File: src/hdl/wsd_pkg.sv
// Shared types and constants for the WebSocket frame deframer.
`timescale 1ns / 1ps

package wsd_pkg;

	// parse phases
	localparam logic [2:0] PH_HDR0    = 3'd0;
	localparam logic [2:0] PH_HDR1    = 3'd1;
	localparam logic [2:0] PH_EXTLEN  = 3'd2;
	localparam logic [2:0] PH_MASK    = 3'd3;
	localparam logic [2:0] PH_PAYLOAD = 3'd4;

	// frame opcodes
	localparam logic [3:0] OP_TEXT   = 4'h1;
	localparam logic [3:0] OP_BINARY = 4'h2;
	localparam logic [3:0] OP_CLOSE  = 4'h8;
	localparam logic [3:0] OP_PING   = 4'h9;
	localparam logic [3:0] OP_PONG   = 4'hA;

	// result kinds
	localparam logic [1:0] KIND_TEXT   = 2'd0;
	localparam logic [1:0] KIND_BINARY = 2'd1;
	localparam logic [1:0] KIND_PING   = 2'd2;
	localparam logic [1:0] KIND_CLOSE  = 2'd3;

	// open message codes
	localparam logic [1:0] MSG_NONE = 2'd0;

	// length field escapes
	localparam logic [6:0] LEN_EXT16 = 7'd126;
	localparam logic [6:0] LEN_EXT64 = 7'd127;
	localparam logic [3:0] EXT16_BYTES = 4'd2;
	localparam logic [3:0] EXT64_BYTES = 4'd8;
	localparam logic [3:0] KEY_BYTES   = 4'd4;

	typedef struct packed {
		logic       emit;
		logic [7:0] payload_byte;
		logic       byte_valid;
		logic [1:0] kind;
		logic       message_end;
	} wsd_result_t;

endpackage

File: src/hdl/wsd_in_reg.sv
// Input register stage: holds one received byte for the parser.
`timescale 1ns / 1ps

module wsd_in_reg (
	input  logic       clk,
	input  logic       arst_n,
	input  logic       s_tvalid,
	output logic       s_tready,
	input  logic [7:0] s_tdata,
	input  logic       consume,
	output logic       valid_s1,
	output logic [7:0] byte_s1
);

	assign s_tready = !valid_s1 || consume;

	always_ff @(posedge clk or negedge arst_n) begin
		if (!arst_n) begin
			valid_s1 <= 1'b0;
		end else if (s_tready) begin
			valid_s1 <= s_tvalid;
		end
	end

	always_ff @(posedge clk) begin
		if (s_tvalid && s_tready) begin
			byte_s1 <= s_tdata;
		end
	end

endmodule

File: src/hdl/wsd_parser.sv
// Frame header walker and payload unmasker, one byte per step.
`timescale 1ns / 1ps

module wsd_parser
	import wsd_pkg::*;
(
	input  logic        clk,
	input  logic        arst_n,
	input  logic        step,
	input  logic [7:0]  in_byte,
	output wsd_result_t result
);

	logic [2:0]  phase_q, phase_d;
	logic        fin_q, fin_d;
	logic [3:0]  opcode_q, opcode_d;
	logic        mask_on_q, mask_on_d;
	logic [3:0]  left_q, left_d;
	logic [63:0] remain_q, remain_d;
	logic [31:0] key_q, key_d;
	logic [1:0]  pos_q, pos_d;
	logic [1:0]  msg_q, msg_d;

	logic        hdr_done;
	logic        last;
	logic [7:0]  key_byte;
	logic [7:0]  plain;
	logic [3:0]  left_dec;

	assign left_dec = left_q - 4'd1;

	always_comb begin
		unique case (pos_q)
			2'd0:    key_byte = key_q[31:24];
			2'd1:    key_byte = key_q[23:16];
			2'd2:    key_byte = key_q[15:8];
			default: key_byte = key_q[7:0];
		endcase
	end

	assign plain = mask_on_q ? (in_byte ^ key_byte) : in_byte;
	assign last  = (remain_q == 64'd1);

	always_comb begin
		phase_d   = phase_q;
		fin_d     = fin_q;
		opcode_d  = opcode_q;
		mask_on_d = mask_on_q;
		left_d    = left_q;
		remain_d  = remain_q;
		key_d     = key_q;
		pos_d     = pos_q;
		msg_d     = msg_q;
		hdr_done  = 1'b0;
		result    = '0;

		unique case (phase_q)
			PH_HDR1: begin
				mask_on_d = in_byte[7];
				key_d     = '0;
				remain_d  = '0;
				if (in_byte[6:0] == LEN_EXT16) begin
					left_d  = EXT16_BYTES;
					phase_d = PH_EXTLEN;
				end else if (in_byte[6:0] == LEN_EXT64) begin
					left_d  = EXT64_BYTES;
					phase_d = PH_EXTLEN;
				end else begin
					remain_d = {57'd0, in_byte[6:0]};
					if (in_byte[7]) begin
						left_d  = KEY_BYTES;
						phase_d = PH_MASK;
					end else begin
						hdr_done = 1'b1;
					end
				end
			end
			PH_EXTLEN: begin
				remain_d = {remain_q[55:0], in_byte};
				left_d   = left_dec;
				if (left_dec == 4'd0) begin
					if (mask_on_q) begin
						left_d  = KEY_BYTES;
						phase_d = PH_MASK;
					end else begin
						hdr_done = 1'b1;
					end
				end
			end
			PH_MASK: begin
				key_d  = {key_q[23:0], in_byte};
				left_d = left_dec;
				if (left_dec == 4'd0) begin
					hdr_done = 1'b1;
				end
			end
			PH_PAYLOAD: begin
				pos_d    = pos_q + 2'd1;
				remain_d = remain_q - 64'd1;
				if (last) begin
					phase_d = PH_HDR0;
				end
				priority if (opcode_q == OP_CLOSE) begin
					result.emit        = last;
					result.kind        = KIND_CLOSE;
					result.message_end = 1'b1;
				end else if (opcode_q == OP_PING) begin
					result.emit         = 1'b1;
					result.payload_byte = plain;
					result.byte_valid   = 1'b1;
					result.kind         = KIND_PING;
					result.message_end  = last;
				end else if (opcode_q == OP_PONG) begin
					result.emit = 1'b0;
				end else if (msg_q != MSG_NONE) begin
					result.emit         = 1'b1;
					result.payload_byte = plain;
					result.byte_valid   = 1'b1;
					result.kind         = msg_q - 2'd1;
					result.message_end  = last && fin_q;
					if (last && fin_q) begin
						msg_d = MSG_NONE;
					end
				end else begin
					// data with no open message is dropped
					result.emit = 1'b0;
				end
			end
			default: begin
				// first header byte; unknown phases land here as well
				fin_d    = in_byte[7];
				opcode_d = in_byte[3:0];
				if (in_byte[3:0] == OP_TEXT || in_byte[3:0] == OP_BINARY) begin
					msg_d = in_byte[1:0];
				end
				phase_d = PH_HDR1;
			end
		endcase

		if (hdr_done) begin
			pos_d  = '0;
			left_d = '0;
			if (remain_d == 64'd0) begin
				phase_d = PH_HDR0;
				// frame with no payload completes here
				priority if (opcode_q == OP_CLOSE) begin
					result.emit        = 1'b1;
					result.kind        = KIND_CLOSE;
					result.message_end = 1'b1;
				end else if (opcode_q == OP_PING) begin
					result.emit        = 1'b1;
					result.kind        = KIND_PING;
					result.message_end = 1'b1;
				end else if (opcode_q == OP_PONG) begin
					result.emit = 1'b0;
				end else if (msg_q != MSG_NONE && fin_q) begin
					result.emit        = 1'b1;
					result.kind        = msg_q - 2'd1;
					result.message_end = 1'b1;
					msg_d              = MSG_NONE;
				end else begin
					result.emit = 1'b0;
				end
			end else begin
				phase_d = PH_PAYLOAD;
			end
		end

		if (!step) begin
			result.emit = 1'b0;
		end
	end

	always_ff @(posedge clk or negedge arst_n) begin
		if (!arst_n) begin
			phase_q   <= PH_HDR0;
			fin_q     <= 1'b0;
			opcode_q  <= '0;
			mask_on_q <= 1'b0;
			left_q    <= '0;
			remain_q  <= '0;
			key_q     <= '0;
			pos_q     <= '0;
			msg_q     <= MSG_NONE;
		end else if (step) begin
			phase_q   <= phase_d;
			fin_q     <= fin_d;
			opcode_q  <= opcode_d;
			mask_on_q <= mask_on_d;
			left_q    <= left_d;
			remain_q  <= remain_d;
			key_q     <= key_d;
			pos_q     <= pos_d;
			msg_q     <= msg_d;
		end
	end

endmodule

File: src/hdl/wsd_out_reg.sv
// Result register toward the master-side stream.
`timescale 1ns / 1ps

module wsd_out_reg
	import wsd_pkg::*;
(
	input  logic        clk,
	input  logic        arst_n,
	input  wsd_result_t result,
	output logic        free,
	output logic        m_tvalid,
	input  logic        m_tready,
	output logic [7:0]  m_tdata,
	output logic [2:0]  m_tuser,
	output logic        m_tlast
);

	logic        valid_s2;
	wsd_result_t result_s2;
	logic        load;

	assign free = !valid_s2 || m_tready;
	assign load = free && result.emit;

	always_ff @(posedge clk or negedge arst_n) begin
		if (!arst_n) begin
			valid_s2 <= 1'b0;
		end else if (free) begin
			valid_s2 <= result.emit;
		end
	end

	always_ff @(posedge clk) begin
		if (load) begin
			result_s2 <= result;
		end
	end

	assign m_tvalid = valid_s2;
	assign m_tdata  = result_s2.payload_byte;
	assign m_tuser  = {result_s2.kind, result_s2.byte_valid};
	assign m_tlast  = result_s2.message_end;

endmodule

File: src/hdl/websocket_frame_deframer.sv
// Path: input register, then combinational parser, then result register to the master side.
// Throughput: one byte per cycle unless the result register stalls; one parser step per byte.
// Backpressure: the input register advances whenever the result register is empty or drained.
// Reset: arst_n low clears both stage valids and all parser state at once.
// After reset the parser waits for the first header byte with no message open.
`timescale 1ns / 1ps

module websocket_frame_deframer
	import wsd_pkg::*;
(
	input  logic       clk,
	input  logic       arst_n,
	// slave side: received frame stream
	input  logic       s_tvalid,
	output logic       s_tready,
	input  logic [7:0] s_tdata,   // [7:0] stream_byte
	// master side: unmasked payload and events
	output logic       m_tvalid,
	input  logic       m_tready,
	output logic [7:0] m_tdata,   // [7:0] payload_byte
	output logic [2:0] m_tuser,   // [0] byte_valid, [2:1] kind
	output logic       m_tlast    // message_end
);

	logic        valid_s1;
	logic [7:0]  byte_s1;
	logic        free;
	logic        consume;
	wsd_result_t result;

	// A byte leaves the input register whenever the result register can take
	// whatever it produces; bytes with no result still need that slot to be free.
	assign consume = valid_s1 && free;

	wsd_in_reg u_in (
		.clk      (clk),
		.arst_n   (arst_n),
		.s_tvalid (s_tvalid),
		.s_tready (s_tready),
		.s_tdata  (s_tdata),
		.consume  (consume),
		.valid_s1 (valid_s1),
		.byte_s1  (byte_s1)
	);

	// Header walk: FIN/opcode, mask bit and length, extended length,
	// mask key, then payload unmasked with key byte (index mod 4).
	wsd_parser u_parse (
		.clk     (clk),
		.arst_n  (arst_n),
		.step    (consume),
		.in_byte (byte_s1),
		.result  (result)
	);

	wsd_out_reg u_out (
		.clk      (clk),
		.arst_n   (arst_n),
		.result   (result),
		.free     (free),
		.m_tvalid (m_tvalid),
		.m_tready (m_tready),
		.m_tdata  (m_tdata),
		.m_tuser  (m_tuser),
		.m_tlast  (m_tlast)
	);

endmodule

File: config.mk
export PLATFORM = sky130hd
export DESIGN_NAME = websocket_frame_deframer
export DESIGN_NICKNAME = d
export VERILOG_FILES = /design/src/hdl/wsd_pkg.sv /design/src/hdl/wsd_in_reg.sv /design/src/hdl/wsd_parser.sv /design/src/hdl/wsd_out_reg.sv /design/src/hdl/websocket_frame_deframer.sv
export SDC_FILE = /design/constraint.sdc
export NUM_CORES = 1
export LEC_CHECK = 0
export BUFFER_PORTS_ARGS = -buffer_cell sky130_fd_sc_hd__buf_2
export CAP_MARGIN = 15
export CORE_ASPECT_RATIO = 0.9
export CORE_MARGIN = 2
export CORE_UTILIZATION = 31
export CTS_CLUSTER_DIAMETER = 200
export DETAILED_ROUTE_END_ITERATION = 8
export PLACE_DENSITY = 0.51
export SLEW_MARGIN = 25
export SYNTH_ARGS = -nofsm -noshare
export SYNTH_HDL_FRONTEND = slang
export SYNTH_SLANG_ARGS = --single-unit
File: constraint.sdc
create_clock -name clk -period 4.3 [get_ports clk]
set_input_delay 0.645 -clock clk [delete_from_list [all_inputs] [get_ports clk]]
set_output_delay 0.645 -clock clk [all_outputs]
set_load 0.005 [all_outputs]
==> results of run 1 <==
where the power goes:
part           internal [W]  switching, W  leakage [nW]
combinational       0.00197       0.00353          2.97
clock              0.000839      0.000698         0.288
sequential          0.00160      0.000389          1.73
flip-flops by register name, summed over array words and instances (netlist names), 2 cells and up:
| name | cells |
|---|---|
| u_parse.remain_q | 64 |
| u_parse.left_q | 4 |
| u_parse.pos_q | 2 |
| u_parse.key_q | 32 |
| u_out.m_tdata | 8 |
| u_out.m_tuser | 3 |
| u_parse.phase_q | 3 |
| u_in.byte_s1 | 8 |
| u_parse.msg_q | 2 |
| u_parse.opcode_q | 4 |
worst min-delay path by stage:
| stage | to |
|---|---|
| final | u_parse.key_q[23] |
| after global routing | u_parse.key_q[31] |
| after CTS | u_parse.key_q[31] |
| after detailed placement | u_parse.key_q[29] |
| after global placement | u_parse.key_q[29] |
| after floorplan | u_in.valid_s1 |
metrics by stage:
step | total power (W) | hold slack, ns | setup TNS [ns] | utilization | instance area [µm²]
global placement | 0.00727 | 0.462 | 0 | 0.360 | 11500
CTS | 0.00882 | 0.288 | 0 | 0.379 | 12100
detailed placement | 0.00725 | 0.470 | 0 | 0.360 | 11500
finish | 0.00902 | 0.260 | 0 | 0.381 | 12100
global route | 0.00948 | 0.319 | -0.261 | 0.381 | 12100
floorplan | 0.00486 | 0.349 | 0 | - | 9970
final cells by class:
type,count,share of cell area
Inverter,25,0.00774
Antenna cell,1,0.000206
Tap cell,416,0.0429
Timing Repair Buffer,196,0.122
Multi-Input combinational cell,1012,0.491
Clock buffer,18,0.0362
Clock inverter,14,0.0131
Sequential cell,135,0.287
timing repair:
action | 4_1_cts | 5_1_grt
endpoints found under the setup margin | 0 | 12
gates resized for setup | 0 | 9
setup buffers | 0 | 3
logic make-up after synthesis:
logic type | synth area share
buffers and inverters | 0.0601
adder cells (fa/ha/maj) | 0.0168
flip-flops | 0.349
AND/OR/NAND/NOR | 0.317
XOR/XNOR | 0.0202
multiplexers | 0.00854
AO/OA/AOI/OAI | 0.229
worst max-delay path, delay by kind of cell, from the launching register on:
family                 cells  cell delay, ns
flip-flops                 1            0.38
buffers and inverters      3            0.54
AO/OA/AOI/OAI              4            1.13
XOR/XNOR                   1            0.14
AND/OR/NAND/NOR            5            1.72
synthesized netlist by cell type (5+ instances only):
master / count / area, µm²
nor4_2: 5 / 62.6
ha_1: 11 / 138
nor2b_1: 7 / 43.8
o21ai_0: 121 / 606
nand2_1: 253 / 950
nor3_1: 49 / 245
nand4b_1: 7 / 61.3
nor4_1: 56 / 350
nor4b_1: 7 / 61.3
xor2_1: 12 / 105
o211ai_1: 14 / 105
nand4_1: 34 / 213
dfrtp_1: 115 / 2880
a21oi_1: 44 / 220
o32ai_1: 5 / 43.8
a222oi_1: 11 / 110
o2bb2ai_1: 5 / 43.8
o22a_1: 6 / 52.6
buf_1: 15 / 56.3
a211o_1: 6 / 52.6
xnor2_1: 11 / 96.3
o31ai_1: 11 / 82.6
nand3_1: 32 / 160
clkbuf_1: 105 / 394
or2_2: 8 / 50.1
a22o_1: 6 / 52.6
a31oi_1: 15 / 93.8
a21o_1: 5 / 37.5
or3_1: 15 / 93.8
a211oi_1: 7 / 52.6
nor2_1: 84 / 315
o22ai_1: 10 / 62.6
and4_1: 6 / 52.6
o21a_1: 6 / 45.0
nand2b_1: 13 / 81.3
a22oi_1: 10 / 75.1
a311oi_1: 7 / 61.3
and2_1: 12 / 75.1
edfxtp_1: 20 / 601
inv_1: 25 / 93.8
or4_1: 14 / 105
metal layers:
layer / vias up / share of wire / global-route usage / routed length, µm
met5: - / 0 / 0 / 0
met2: 578 / 0.41 / 0.385 / 18700
met3: 92 / 0.10 / 0.0646 / 4530
li1: 4998 / - / - / -
met1: 5258 / 0.45 / 0.401 / 20400
met4: 0 / 0.032 / 0.0922 / 1460
==> impl_metrics.yaml, run 1 <==
final_layout:
  final_cell_mix: "252 x nand2_1, 166 x buf_4, 121 x o21ai_0"
  multiInputGateArea_mm2: 0.00595
  fill_cells: 3336
  final_nets: 1410
  layout_commonest_cell: "nand2_1"
  final-seq-area_mm2: 0.00348
  drive_above_1_share: 0.196
  area_growth_pct: 21.7
  fin_cells: 1817
clock_network:
  h-tree-depth: 4
  clk_latency_ns: 0.45
  clockBufferDepth: 2
  hold_buffers: 0
  cts.clk_slew.worst_paths_ns: 0.07
  cts_sinks: 135
  cts_root_buf: "clkbuf_16"
  cts_buffers: 17
  cts_tree: "built"
sta:
  hold_viol: 0
  finClkSkew_ns: 0.0121
  maxSlewViolCount: 0
  fin_crit_ns: 4.20
  relSlewSlack: 0.440
  finalWorstSetupSlack_ns: 0.101
  fin_crit_sh: 0.977
  rsz0062_at_grt: "yes"
  setup_viol: 0
  fmax_ghz: 0.238
  tightest_slew_ns: 0.840
synthesis:
  ys_warn_count: 0
  ys_seq_elements: 135
  async_flop_share: 0.852
  synth_edf_count: 20
  syn_inst: 1298
  synthesis.area_mm2: 0.00997
  ys_seq_area_frac: 0.349
  synth_ff_type: "dfrtp_1"
  syn_nets: 1321
  synth.distinct_cells: 83
  synth_area_per_cell_um2: 7.68
drt:
  first_iter_violations: 1213
  route.detailed.drc: 0
  wl_per_cell_um: 24.8
  route.vias.total: 10926
  dr.pass1.iters: 6
  final_antenna_net_count: 0
  via_per_inst: 6.01
  drt_wl_total_um: 45000
die:
  die_x_um: 193
  coreArea_mm2: 0.0318
  ios: 26
  start_util: 0.313
  fp-row-count: 62
  die_h_um: 174
  die_area_mm2: 0.0336
setup_path:
  crit_path_start_kind: "flop"
  rr_startpoint: "u_parse.remain_q[15]"
  critPathCaptureType: "flop"
  reg2reg_depth: 13
  crit_chain: "or4_4 -> or4_4 -> buf_4 -> nor3_1 -> buf_4 -> xnor2_1 -> o211ai_1 -> a2111oi_0 -> o2111a_1 -> nand4_1 -> o21ai_2 -> and2_4 -> buf_4"
  slowest_stage: "or4_4"
  ff2ff_setup_slack_ns: 0.10
  timing.rr.end: "u_out.m_tuser[0]"
  slowest_delay_ns: 0.55
  arrival_ns: 4.36
  endpoint: "u_out.m_tuser[0]"
  worst_path_most_repeated_cell: "buf_4"
  startpoint: "u_parse.remain_q[15]"
  timing_worst_setup_path_type: "reg -> reg"
  required_ns: 4.46
  crit_fanout: 6
global_routing:
  track_usage: 0.272
  grt-ovfl-total: 0
  antenna_found_initial: 1
  grt_pass1_wl_um: 68000
  grt_max_degree: 81
  grt_pass1_vias: 10445
status:
  status: "finished clean"
power:
  power_density_mw_per_mm2: 744
  ir_drop_v: 0.000316
  p_leak_nw: 4.99
placement:
  gp_congestion: 1.00
  dp_hpwl_um: 33600
  io_buffers: 25
  dp_slack_ns: 0.0495
  place_inst: 1781
hold_path:
  hold_path.class: "in -> async"
run:
  max_cap_violations: 0
Power figures use the tool's default switching activity.
==> inputs of run 2 (changes only) <==
- BUFFER_PORTS_ARGS: -buffer_cell sky130_fd_sc_hd__buf_2 -> -buffer_cell sky130_fd_sc_hd__buf_4
==> run 2 against run 1 <==
Compared with the run above: critical endpoint is now u_out.m_tuser[1]; fmax shrank 2.0%; largest power group unchanged; sequential share of layout area decreased by 0.26 points; design area increased by 0.93%; combinational power fell by 0.7%; highest routed layer unchanged; register-to-register slack worse by 0.09 ns.
==> impl_metrics.yaml, run 2 (synthesis results as in run 1) <==
status:
  status: "finished clean"
final_layout:
  final_nets: 1419
  design_area_mm2: 0.0122
  largest-register: "u_parse.remain_q"
  largest_reg_flops: 64
  area_growth_pct: 22.8
  fin_cells: 1826
  drive_above_1_share: 0.204
  layout_commonest_cell: "nand2_1"
  final_cell_mix: "252 x nand2_1, 200 x buf_4, 121 x o21ai_0"
  fill_cells: 3285
  top_regs: "u_parse.remain_q: 64 flops, u_parse.key_q: 32 flops"
sta:
  hold_viol: 0
  relSlewSlack: 0.341
  fin_crit_ns: 4.28
  finClkSkew_ns: 0.0156
  fmax_ghz: 0.233
  fin_crit_sh: 0.996
  tightest_slew_ns: 0.989
  finalWorstSetupSlack_ns: 0.0151
  maxSlewViolCount: 0
  final.setup.tns_ns: 0
  setup_viol: 0
power:
  switching_share: 0.517
  ir_drop_v: 0.000312
  seq_power_share: 0.225
  clkPwrFrac: 0.167
  p_int_w: 0.00434
  p_leak_nw: 5.05
  power_w: 0.00897
  switchingPower_w: 0.00464
  power_density_mw_per_mm2: 733
  combPwrFrac: 0.608
drt:
  route.vias.total: 11114
  via_per_inst: 6.09
  dr.pass1.iters: 6
  wl_per_cell_um: 24.3
  drt_wl_total_um: 44300
  route.detailed.drc: 0
  final_antenna_net_count: 0
  first_iter_violations: 1587
run:
  max_cap_violations: 0
clock_network:
  cts_sinks: 135
  clockBufferDepth: 2
  cts_tree: "built"
  clk_latency_ns: 0.44
  cts_root_buf: "clkbuf_16"
  cts_buffers: 17
  cts.clk_slew.worst_paths_ns: 0.07
  h-tree-depth: 4
hold_path:
  hold_path.class: "in -> async"
placement:
  dpl-instance-area_mm2: 0.0115
  place_inst: 1787
  io_buffers: 25
  dp_slack_ns: -0.0174
  dp_hpwl_um: 33000
  gp_congestion: 1.03
setup_path:
  critPathTopFamily: "simple AND/OR/NAND/NOR gates"
  slowest_stage: "or4_4"
  crit_fanout: 7
  required_ns: 4.45
  worst_path_most_repeated_cell: "or4_4"
  crit_chain: "or4_4 -> or4_4 -> or3_4 -> or4_4 -> a2111oi_4 -> nand4_1 -> nor4_1 -> nand4_1 -> o21ai_2 -> and2_4 -> buf_4"
  arrival_ns: 4.44
  critPathCaptureType: "flop"
  worst-path-buf-inv: 1
  crit_path_start_kind: "flop"
  slowest_delay_ns: 0.58
  timing_worst_setup_path_type: "reg -> reg"
global_routing:
  antenna_found_initial: 1
  busiest_layer: "met1"
  grt-ovfl-total: 0
  track_usage: 0.266
  met2_usage: 0.382
  grt_pass1_vias: 10331
  grt_pass1_wl_um: 67000
  use_met1: 0.390
  grt_max_degree: 81
  use_met3: 0.0614
die:
  start_util: 0.313
  die_h_um: 174
  ios: 26
  fp-row-count: 62
  die_x_um: 193
  coreArea_mm2: 0.0318
  die_area_mm2: 0.0336
-- run 2: cell count changes in the layout (fill, tap and decap cells not counted), sizes merged --
cell / before / now
clkbuf: 18 / 17
bufinv: 1 / 0
clkinv: 4 / 3
clkinvlp: 2 / 1
inv: 32 / 36
buf: 196 / 205
-- run 2: what timing repair did --
| action | CTS | global route |
|---|---|---|
| pin swaps | 4 | 2 |
| gates cloned | 0 | 0 |
| setup buffers | 3 | 3 |
| gates resized for setup | 1 | 14 |
| hold endpoints to repair | 0 | 0 |
| setup endpoints to repair | 12 | 17 |
| hold buffers | 0 | 0 |
-- run 2: worst paths after layout --
path | startpoint | end | slack [ns] | cells past startpoint
min in group clk | s_tdata[2] | u_in.byte_s1[2] | 0.37 | 1
worst min register to register | u_parse.key_q[30] | u_parse.key_q[30] | 0.49 | 2
worst max-delay path | u_parse.remain_q[15] | u_out.m_tuser[1] | 0.02 | 11
max in group asynchronous | arst_n | u_parse.remain_q[41] | 3.34 | 2
worst max register to register | u_parse.remain_q[15] | u_out.m_tuser[1] | 0.02 | 11
worst min-delay path | arst_n | u_parse.key_q[31] | 0.22 | 1
-- run 2: layout make-up --
cell class,instances,area [µm²],area share
inverters,25,93.8,0.00767
repair buffers,205,1580,0.129
well taps,416,520,0.0425
diodes,1,2.50,0.000204
clock buffers,17,425,0.0348
flip-flops and latches,135,3480,0.284
clock inverters,15,154,0.0126
multi-input cells,1012,5980,0.488
-- run 2: stage by stage --
stage / utilization / hold slack (ns)
2_1_floorplan: - / 0.349
3_3_place_gp: 0.363 / 0.461
3_5_place_dp: 0.363 / 0.476
4_1_cts: 0.382 / 0.356
5_1_grt: 0.385 / 0.268
6_report: 0.385 / 0.216
-- run 2: layer usage --
metal	wire length (µm)	up-vias
met4	1430	0
li1	-	5019
met5	0	-
met3	4340	97
met2	18600	626
met1	19900	5372
-- run 2: power groups by stage --
stage                     logic, W  clock network (W)  registers [W]
after floorplan            0.00308                  0        0.00178
after global placement     0.00523                  0        0.00202
after detailed placement   0.00519                  0        0.00202
after CTS                  0.00521            0.00152        0.00200
after global routing       0.00579            0.00157        0.00205
final                      0.00546            0.00150        0.00202
